$ cat config.mk
export PLATFORM = sky130hd
export DESIGN_NAME = midpoint_circle_rasterizer
export DESIGN_NICKNAME = d
export VERILOG_FILES = /design/src/design/mcr_pkg.sv /design/src/design/midpoint_circle_rasterizer.sv /design/src/design/mcr_front.sv /design/src/design/mcr_queue.sv /design/src/design/mcr_back.sv
export SDC_FILE = /design/constraint.sdc
export NUM_CORES = 1
export LEC_CHECK = 0
export ABC_CLOCK_PERIOD_IN_PS = 5400
export BUFFER_PORTS_ARGS = -buffer_cell sky130_fd_sc_hd__buf_4
export CAP_MARGIN = 40
export CORE_MARGIN = 1
export CORE_UTILIZATION = 51
export CTS_CLUSTER_DIAMETER = 150
export DETAILED_ROUTE_END_ITERATION = 8
export PLACE_DENSITY = 0.69
export SYNTH_ARGS = -nofsm -noshare
export SYNTH_HDL_FRONTEND = slang
export SYNTH_HIERARCHICAL = 1
export SYNTH_SLANG_ARGS = --single-unit
$ cat constraint.sdc
create_clock -name clk -period 5.4 [get_ports clk]
set_input_delay 0.27 -clock clk [delete_from_list [all_inputs] [get_ports clk]]
set_output_delay 0.27 -clock clk [all_outputs]
set_load 0.02 [all_outputs]
$ cat src/design/mcr_pkg.sv
// Shared types and constants for the midpoint circle rasterizer.
// No dependencies; imported by every module of the block.
package mcr_pkg;

  localparam int COORD_BITS_DEF  = 10;
  localparam int QUEUE_DEPTH_DEF = 2;
  localparam int POINTS_PER_STEP = 8;
  localparam int PT_IDX_BITS     = $clog2(POINTS_PER_STEP);
  localparam int DEC_ADD_EAST    = 3;
  localparam int DEC_ADD_SOUTH   = 5;

  typedef enum logic {
    OP_START = 1'b0,
    OP_STEP  = 1'b1
  } op_t;

  typedef struct packed {
    logic not_empty;
    logic full;
  } q_stat_t;

endpackage

$ cat src/design/midpoint_circle_rasterizer.sv
// Top level of the midpoint circle rasterizer: front end, job queue, back end.
// Depends on mcr_pkg, mcr_front, mcr_queue, mcr_back.
//
//   channel   handshake            payload
//   input     push / full          op, center_x, center_y, radius
//   result    empty / pop          pixel_x, pixel_y, last_of_step, circle_done
//
// A start or step item is taken while full is low; the front end updates x, y and the decision
// value in that cycle and queues one job. The back end sends one point per cycle while pop keeps
// up, so each productive item yields eight points; sustained throughput is set by the single
// result port. Steps while idle are taken but change no state and queue no job.
// Synchronous reset clears the circle state, the queue and the output valid flag and point index.
// full rises when the job queue is full; a stalled pop holds the current point.
module midpoint_circle_rasterizer #(
  parameter int COORD_BITS  = mcr_pkg::COORD_BITS_DEF,
  parameter int QUEUE_DEPTH = mcr_pkg::QUEUE_DEPTH_DEF
) (
  input  logic                         clk,
  input  logic                         rst,
  input  logic                         push,
  output logic                         full,
  input  logic                         op,
  input  logic [COORD_BITS-1:0]        center_x,
  input  logic [COORD_BITS-1:0]        center_y,
  input  logic [COORD_BITS-1:0]        radius,
  output logic                         empty,
  input  logic                         pop,
  output logic signed [COORD_BITS+1:0] pixel_x,
  output logic signed [COORD_BITS+1:0] pixel_y,
  output logic                         last_of_step,
  output logic                         circle_done
);
  import mcr_pkg::*;

  localparam int JW = 4 * COORD_BITS + 1;

  q_stat_t         q_stat;
  logic            q_push;
  logic            q_pop;
  logic [JW-1:0]   q_wdata;
  logic [JW-1:0]   q_rdata;

  mcr_front #(
    .COORD_BITS(COORD_BITS)
  ) u_front (
    .clk      (clk),
    .rst      (rst),
    .push     (push),
    .full     (full),
    .op       (op),
    .center_x (center_x),
    .center_y (center_y),
    .radius   (radius),
    .q_stat   (q_stat),
    .q_push   (q_push),
    .q_data   (q_wdata)
  );

  mcr_queue #(
    .WIDTH (JW),
    .DEPTH (QUEUE_DEPTH)
  ) u_queue (
    .clk     (clk),
    .rst     (rst),
    .wr_en   (q_push),
    .wr_data (q_wdata),
    .rd_en   (q_pop),
    .rd_data (q_rdata),
    .stat    (q_stat)
  );

  mcr_back #(
    .COORD_BITS(COORD_BITS)
  ) u_back (
    .clk          (clk),
    .rst          (rst),
    .q_stat       (q_stat),
    .q_data       (q_rdata),
    .q_pop        (q_pop),
    .pop          (pop),
    .empty        (empty),
    .pixel_x      (pixel_x),
    .pixel_y      (pixel_y),
    .last_of_step (last_of_step),
    .circle_done  (circle_done)
  );

endmodule

$ cat src/design/mcr_front.sv
// Front end: takes start/step items, runs the decision update, pushes point jobs.
// Depends on mcr_pkg.
module mcr_front #(
  parameter int COORD_BITS = 10
) (
  input  logic                      clk,
  input  logic                      rst,
  input  logic                      push,
  output logic                      full,
  input  logic                      op,
  input  logic [COORD_BITS-1:0]     center_x,
  input  logic [COORD_BITS-1:0]     center_y,
  input  logic [COORD_BITS-1:0]     radius,
  input  mcr_pkg::q_stat_t          q_stat,
  output logic                      q_push,
  output logic [4*COORD_BITS:0]     q_data
);
  import mcr_pkg::*;

  localparam int DB = COORD_BITS + 3;

  logic [COORD_BITS-1:0] cur_x, cur_x_next;
  logic [COORD_BITS-1:0] cur_y, cur_y_next;
  logic [DB-1:0]         decision_var, decision_var_next;
  logic [COORD_BITS-1:0] held_center_x, held_center_x_next;
  logic [COORD_BITS-1:0] held_center_y, held_center_y_next;
  logic                  active, active_next;
  logic                  accept;
  logic                  done;
  logic [DB-1:0]         x_ext, y_ext, r_ext;

  assign full   = q_stat.full;
  assign accept = push && !q_stat.full;
  assign x_ext  = DB'(cur_x);
  assign y_ext  = DB'(cur_y);
  assign r_ext  = DB'(radius);

  always_comb begin
    cur_x_next         = cur_x;
    cur_y_next         = cur_y;
    decision_var_next  = decision_var;
    held_center_x_next = held_center_x;
    held_center_y_next = held_center_y;
    if (op_t'(op) == OP_START) begin
      cur_x_next         = '0;
      cur_y_next         = radius;
      decision_var_next  = DB'(1) - r_ext;
      held_center_x_next = center_x;
      held_center_y_next = center_y;
    end else begin
      if (decision_var[DB-1]) begin
        decision_var_next = decision_var + (x_ext << 1) + DB'(DEC_ADD_EAST);
      end else begin
        decision_var_next = decision_var + ((x_ext - y_ext) << 1) + DB'(DEC_ADD_SOUTH);
        cur_y_next        = cur_y - COORD_BITS'(1);
      end
      cur_x_next = cur_x + COORD_BITS'(1);
    end
    done        = !(cur_y_next > cur_x_next);
    active_next = !done;
    q_push      = accept && (op_t'(op) == OP_START || active);
    q_data      = {done, held_center_x_next, held_center_y_next, cur_x_next, cur_y_next};
  end

  always_ff @(posedge clk) begin
    if (rst) begin
      active        <= 1'b0;
      cur_x         <= '0;
      cur_y         <= '0;
      decision_var  <= '0;
      held_center_x <= '0;
      held_center_y <= '0;
    end else if (q_push) begin
      active        <= active_next;
      cur_x         <= cur_x_next;
      cur_y         <= cur_y_next;
      decision_var  <= decision_var_next;
      held_center_x <= held_center_x_next;
      held_center_y <= held_center_y_next;
    end
  end

  a_push_room: assert property (@(posedge clk) disable iff (rst)
    q_push |-> !q_stat.full)
    else $error("job pushed into full queue");

  a_idle_step_holds: assert property (@(posedge clk) disable iff (rst)
    (accept && op_t'(op) == OP_STEP && !active) |=> $stable(cur_x) && $stable(cur_y)
      && $stable(decision_var))
    else $error("step while idle changed state");

  a_done_idles: assert property (@(posedge clk) disable iff (rst)
    (q_push && q_data[4*COORD_BITS]) |=> !active)
    else $error("finished circle left active");

endmodule

$ cat src/design/mcr_queue.sv
// Job queue between the front and back ends.
// Depends on mcr_pkg.
module mcr_queue #(
  parameter int WIDTH = 41,
  parameter int DEPTH = 2
) (
  input  logic              clk,
  input  logic              rst,
  input  logic              wr_en,
  input  logic [WIDTH-1:0]  wr_data,
  input  logic              rd_en,
  output logic [WIDTH-1:0]  rd_data,
  output mcr_pkg::q_stat_t  stat
);
  import mcr_pkg::*;

  localparam int PW = (DEPTH > 1) ? $clog2(DEPTH) : 1;
  localparam int CW = $clog2(DEPTH + 1);

  logic [WIDTH-1:0] mem [DEPTH];
  logic [PW-1:0]    wr_ptr;
  logic [PW-1:0]    rd_ptr;
  logic [CW-1:0]    count;

  assign stat.not_empty = (count != '0);
  assign stat.full      = (count == CW'(DEPTH));
  assign rd_data        = mem[rd_ptr];

  always_ff @(posedge clk) begin
    if (wr_en) begin
      mem[wr_ptr] <= wr_data;
    end
  end

  always_ff @(posedge clk) begin
    if (rst) begin
      wr_ptr <= '0;
      rd_ptr <= '0;
      count  <= '0;
    end else begin
      if (wr_en) begin
        wr_ptr <= (wr_ptr == PW'(DEPTH - 1)) ? '0 : wr_ptr + PW'(1);
      end
      if (rd_en) begin
        rd_ptr <= (rd_ptr == PW'(DEPTH - 1)) ? '0 : rd_ptr + PW'(1);
      end
      count <= count + CW'(wr_en) - CW'(rd_en);
    end
  end

  a_no_underflow: assert property (@(posedge clk) disable iff (rst)
    rd_en |-> stat.not_empty)
    else $error("queue read while empty");

  a_count_bound: assert property (@(posedge clk) disable iff (rst)
    count <= CW'(DEPTH))
    else $error("queue count beyond depth");

endmodule

$ cat src/design/mcr_back.sv
// Back end: expands one job into eight symmetric points, one a cycle unless pop stalls, into an output register.
// Depends on mcr_pkg.
module mcr_back #(
  parameter int COORD_BITS = 10
) (
  input  logic                         clk,
  input  logic                         rst,
  input  mcr_pkg::q_stat_t             q_stat,
  input  logic [4*COORD_BITS:0]        q_data,
  output logic                         q_pop,
  input  logic                         pop,
  output logic                         empty,
  output logic signed [COORD_BITS+1:0] pixel_x,
  output logic signed [COORD_BITS+1:0] pixel_y,
  output logic                         last_of_step,
  output logic                         circle_done
);
  import mcr_pkg::*;

  localparam int PB = COORD_BITS + 2;

  logic [PT_IDX_BITS-1:0] pt_idx;
  logic                   out_valid;
  logic                   load;
  logic                   pt_last;
  logic                   job_done;
  logic [COORD_BITS-1:0]  job_cx, job_cy, job_x, job_y;
  logic [COORD_BITS-1:0]  ex, ey;
  logic                   neg_x, neg_y;
  logic signed [PB-1:0]   dx, dy, px, py;

  assign {job_done, job_cx, job_cy, job_x, job_y} = q_data;

  always_comb begin
    ex      = pt_idx[2] ? job_y : job_x;
    ey      = pt_idx[2] ? job_x : job_y;
    neg_x   = pt_idx[2] ? pt_idx[0] : pt_idx[1];
    neg_y   = pt_idx[2] ? pt_idx[1] : pt_idx[0];
    dx      = neg_x ? -$signed({2'b00, ex}) : $signed({2'b00, ex});
    dy      = neg_y ? -$signed({2'b00, ey}) : $signed({2'b00, ey});
    px      = $signed({2'b00, job_cx}) + dx;
    py      = $signed({2'b00, job_cy}) + dy;
    pt_last = (pt_idx == PT_IDX_BITS'(POINTS_PER_STEP - 1));
    load    = q_stat.not_empty && (!out_valid || pop);
    q_pop   = load && pt_last;
  end

  assign empty = !out_valid;

  always_ff @(posedge clk) begin
    if (rst) begin
      out_valid <= 1'b0;
      pt_idx    <= '0;
    end else begin
      if (load) begin
        out_valid <= 1'b1;
        pt_idx    <= pt_idx + PT_IDX_BITS'(1);
      end else if (pop) begin
        out_valid <= 1'b0;
      end
    end
  end

  always_ff @(posedge clk) begin
    if (load) begin
      pixel_x      <= px;
      pixel_y      <= py;
      last_of_step <= pt_last;
      circle_done  <= job_done;
    end
  end

  a_last_pops: assert property (@(posedge clk) disable iff (rst)
    load |=> (last_of_step == $past(pt_last)) && !empty)
    else $error("output register not loaded with current point");

  a_idx_wraps: assert property (@(posedge clk) disable iff (rst)
    q_pop |=> pt_idx == '0)
    else $error("point index not back at first point after job");

endmodule

; ---- Word-level counts from Yosys, hierarchy flattened
; Memories as Yosys holds them, arrays and structs flattened. A register that Yosys moved wholly into a read port is not among the register bits.
; Cells that the tools add are included.
[totals]
input_bits = 35
regBits = 88
out_inout_bits = 28
ram_bits = 82
memories = 1
[classes]
n_lt_le_gt_ge = 1
n_eq_ne = 2
reduce_logical = 11
mux = 21
addsub = 17
n_bitwise = 1
[mem_list]
columns = memory, depth, word_bits, rd, rd_ports_with_merged_regs, wr, line_no
row1 = u_queue.mem, 2, 41, 1, 1, 1, mcr_queue.sv:20  ; logic [WIDTH-1:0] mem [DEPTH];
[op_table]
columns = cell, count
row1 = $mux W10, 7
row2 = $mux W13, 2
row3 = $add A11 B12 Y12, 2
row4 = $mux W12, 2
row5 = $neg A10 Y12, 2
row6 = $add A13 B11 Y13, 1
row7 = $add A13 B13 Y13, 1
row8 = $add A13 B2 Y13 const B, 1
row9 = $add A13 B3 Y13 const B, 1
row10 = $sub A1 B10 Y11 const A, 1
row11 = $sub A10 B10 Y11, 1
row12 = $add A10 B1 Y10 const B, 1
row13 = $gt A10 B10 Y1, 1
row14 = $mux W1, 10
row15 = $sub A10 B1 Y10 const B, 1
row16 = $logic_and A1 B1 Y1, 4
row17 = $reduce_bool A2 Y1, 2
row18 = $add A3 B1 Y3 const B, 1
row19 = $eq A3 B3 Y1 const B, 1
row20 = $logic_not A1 Y1, 3
row21 = $add A1 B1 Y1 const B, 2
row22 = $add A2 B1 Y2, 1
row23 = $eq A2 B2 Y1 const B, 1
row24 = $logic_or A1 B1 Y1, 2
row25 = other kinds (2), 2

; ---- Logic depth before layout (Yosys ltp)
[depth]
depth_word = 6
depth_mapped = 18

; ---- Modules after synthesis
; The synthesis kept the hierarchy.
[modules_own_cells]
columns = module, cells_each, instances, seq_area_each_um2, area_each_um2
row1 = mcr_front, 635, 1, 1081.0, 4803.4
row2 = mcr_queue, 149, 1, 2562.5, 3384.5
row3 = mcr_back, 286, 1, 860.8, 2718.9

; ---- Worst setup path after synthesis
; Ideal clock, no wire load.
[synth_timing]
path_kind = reg2reg
startpoint = reg u_front.cur_y[0]
endpoint = reg u_front.decision_var[12]
required_ns = 5.278
slack_ns = 1.551
path_stages_with_launch = 18
arrival_time_ns = 3.727
synth_period_minus_slack_ns = 3.849
setup_ns = 0.122
path_cell_list = dfxtp_1 ha_1 inv_1 fa_1 a21oi_1 o21ai_1 or4_1 a31oi_1 xnor2_1 ha_1 ha_1 or3_1 a211oi_2 a211oi_1 a211oi_2 xor2_1 a32oi_1 o21ai_1
[synth_between]
elab_chain_len = 5
[synth_rtl]
columns = item, line_no
row1 = "start, declared", mcr_front.sv:23  ; logic [COORD_BITS-1:0] cur_y, cur_y_next;
row2 = "start signal, assigned", mcr_front.sv:76  ; cur_y <= cur_y_next;
row3 = $sub A10 B10 Y11, mcr_front.sv:54  ; decision_var_next = decision_var + ((x_ext - y_ext) << 1) + DB'(DEC_ADD_SOUTH);
row4 = $add A13 B13 Y13, mcr_front.sv:54
row5 = $add A13 B3 Y13, mcr_front.sv:54
row6 = $mux W13, mcr_front.sv:51  ; if (decision_var[DB-1]) begin
row7 = $mux W13, mcr_front.sv:44  ; if (op_t'(op) == OP_START) begin
row8 = "end signal, assigned", mcr_front.sv:77  ; decision_var <= decision_var_next;
row9 = "end, declared", mcr_front.sv:24  ; logic [DB-1:0] decision_var, decision_var_next;
; No other way between the ends.
; A chain may end at the register's enable or synchronous reset.

; ---- Final worst setup path
; Ends and elaborated chain as after synthesis.

==> reports/metrics.yaml <==
outcome: "finished clean"
antenna_found_initial: 1
final_area_sq_um: 12200
relSlewSlack: 0.456
first_pass_iters: 7
num_vias: 7818
setup_slack_ns: 1.07
slew_violations: 0
die_area_sq_um: 22000
r2r_setup_slack_ns: 1.07
ys_ff_latch: 171
htreeDepth: 4
dieHeight_um: 148
post_drt_via_cell_ratio: 5.55
reg2reg_depth: 17
yosysMostFrequentCell: "nand2_1"
core-area_sq_um: 21000
required_ns: 5.71
synthCells: 1070
grt.total_usage: 0.212
ys_types: 69
routed_wl_um: 22500
path_clk_slew_ns: 0.07
fin_nets: 1257
cts_root_buffer: "clkbuf_16"
multi_input_area_sq_um: 5970
syn-cell-area_sq_um: 10900
clockBufferDepth: 2
min_path_type: "primary input to register"
dp.cells: 1377
crit_top_cell: "ha_1"
hpwl_um: 16500
drc: 0
num_rows: 53
endpoint_kind: "register"
path_class: "register to register"
grt_pass1_vias: 7544
worst_slew_pin_slew_ns: 0.816
ys.flop_type: "edfxtp_1"
async_flop_share: 0
postCtsSetupBuffers: 0
yosys_warnings: 6
leakagePower_nw: 4.81
setup_viol: 0
tritoncts: "built"
die_x_um: 148
cts-resized-gates: 0
clk_latency_ns: 0.42
setup.worst_path.start: "u_front/cur_y[0]$_SDFFE_PP0P_"
rsz0062_at_grt: "no"
grt_overflow: 0
hold_viol_final: 0
powerDensity_nw_per_um2: 337
seq_area_sq_um: 4510
clock-sinks: 171
synth.top_cell.area_share: 0.297
hp-start: "radius[1]"
gp_congestion: 0.857
crit_arrival_ns: 4.64
synth_edf_count: 108
fmax_mhz: 231
r2r_start: "u_front/cur_y[0]$_SDFFE_PP0P_"
n_antenna_cell: 0
n_fill_cell: 1808
portBuffers: 62
drtIter0Drc: 427
grt_pass1_wl_um: 36600
areaGrowthSynthToFinish_pct: 12.1
postRouteAntennaNets: 0
yosysTopAreaCell: "edfxtp_1"
critPathMaxStageDelay_ns: 0.46
cts_buffers: 17
timing.critical_path.cells: "ha_1 > inv_1 > fa_1 > a21oi_1 > o21ai_1 > or4_1 > a31oi_1 > xnor2_1 > ha_1 > ha_1 > or3_1 > a211oi_2 > a211oi_1 > a211oi_2 > xor2_1 > a32oi_1 > o21ai_1"
crit_path_end: "u_front/decision_var[12]$_SDFFE_PP0P_"
place_ws_ns: 1.12
routedWlPerCell_um: 15.9
start_util: 0.519
finalCriticalPeriod_ns: 4.33
ios: 63
yosysSeqAreaShare: 0.413
cts_hold_buffers: 0
slowest_stage: "dfxtp_1"
drive_gt1_frac: 0.166
syn_nets: 1206
synth_area_per_cell_sq_um: 10.2
cp-start-kind: "register"
tns_ns: 0
place_area_sq_um: 11600
finalCritPeriodShare: 0.802
grt_max_degree: 76
stdcell_count: 1409
synth_common_cells: "nand2_1 (124), edfxtp_1 (108), a21oi_1 (96), ha_1 (96), nor2_1 (77)"
cap_violations: 0
clock_skew_ns: 0.0101
ys_top_cells_by_area: "edfxtp_1 (30%), dfxtp_1 (12%), ha_1 (11%)"
worst-path-max-fanout: 5
ir_drop_mv: 0.189
r2r_end: "u_front/decision_var[12]$_SDFFE_PP0P_"
[cell usage in the layout, fill, tap and decap left out, types with 32 or more instances in the layout]
master    count
o21ai_0      36
edfxtp_1    108
nand2_1     124
dfxtp_1      61
xnor2_1      44
mux2_4       40
nor3_1       34
inv_1        50
a21oi_1      96
buf_4        68
ha_1         96
xor2_1       32
nor2_1       77
[worst min path at each step]
stage | endpoint | depth (start not counted)
detailed placement | u_front/held_center_x[4]$_SDFFE_PP0P_ | 2
CTS | u_front/decision_var[1]$_SDFFE_PP0P_ | 3
global placement | u_front/held_center_y[3]$_SDFFE_PP0P_ | 2
floorplan | u_back/out_valid$_SDFFE_PP0P_ | 1
finish | u_front/decision_var[1]$_SDFFE_PP0P_ | 3
global route | u_queue/mem[1][34]$_DFFE_PP_ | 2
[flip-flops by register name, indices dropped and copies added (netlist names), 2 cells and up, named ones only]
name and count:
u_back/pixel_x 12, u_front/held_center_x 10, u_back/pixel_y 12, u_back/pt_idx 3
u_front/decision_var 13, u_front/cur_x 10, u_front/cur_y 10, u_queue/count 2
u_queue/mem 82, u_front/held_center_y 10
[report_power, final]
group	total, W	switching (W)	internal, W
Combinational	0.00128	0.000719	0.000556
Clock	0.00124	0.000536	0.000707
Sequential	0.00160	0.0000567	0.00155
[routing by layer]
| metal | vias to the layer above | track usage | wire (um) |
|---|---|---|---|
| met2 | 161 | 0.362 | 11100 |
| met3 | 24 | 0.0322 | 861 |
| met4 | 0 | 0.0706 | 384 |
| li1 | 3928 | - | - |
| met1 | 3705 | 0.275 | 10100 |
| met5 | - | 0 | 0 |
[logic make-up (layout without fill, tap and decap cells)]
family	count (synthesis)	after routing	share of synthesized area
and+or+nand+nor	318	318	0.136
DFF	171	171	0.413
xor gates and xnor gates	77	77	0.0631
muxes	89	89	0.103
adders and majority gates	101	101	0.119
AOI/OAI and AO/OA	222	222	0.125
buffers and inverters	92	156	0.0405
[worst max-delay path: cells and delay by family, from the launching register on]
kind / cells / cell delay, ns
and+or+nand+nor: 2 / 0.76
adders and majority gates: 4 / 1.11
DFF: 1 / 0.46
xor gates and xnor gates: 2 / 0.28
buffers and inverters: 1 / 0.05
AOI/OAI and AO/OA: 8 / 1.54
[per-stage QoR]
step	hold WS (ns)	power, W	util
after global routing	0.168	0.00437	0.582
final	0.184	0.00412	0.582
after CTS	0.160	0.00416	0.582
after floorplan	0.339	0.00258	-
after global placement	0.438	0.00286	0.548
after detailed placement	0.443	0.00290	0.553
[final cells by class]
type / count / share of cell area
Timing Repair Buffer: 73 / 0.0502
Sequential cell: 171 / 0.369
Multi-Input combinational cell: 807 / 0.488
Tap cell: 275 / 0.0281
Clock buffer: 19 / 0.0362
Inverter: 51 / 0.0157
Clock inverter: 13 / 0.0128
Power figures use the tool's default switching activity.
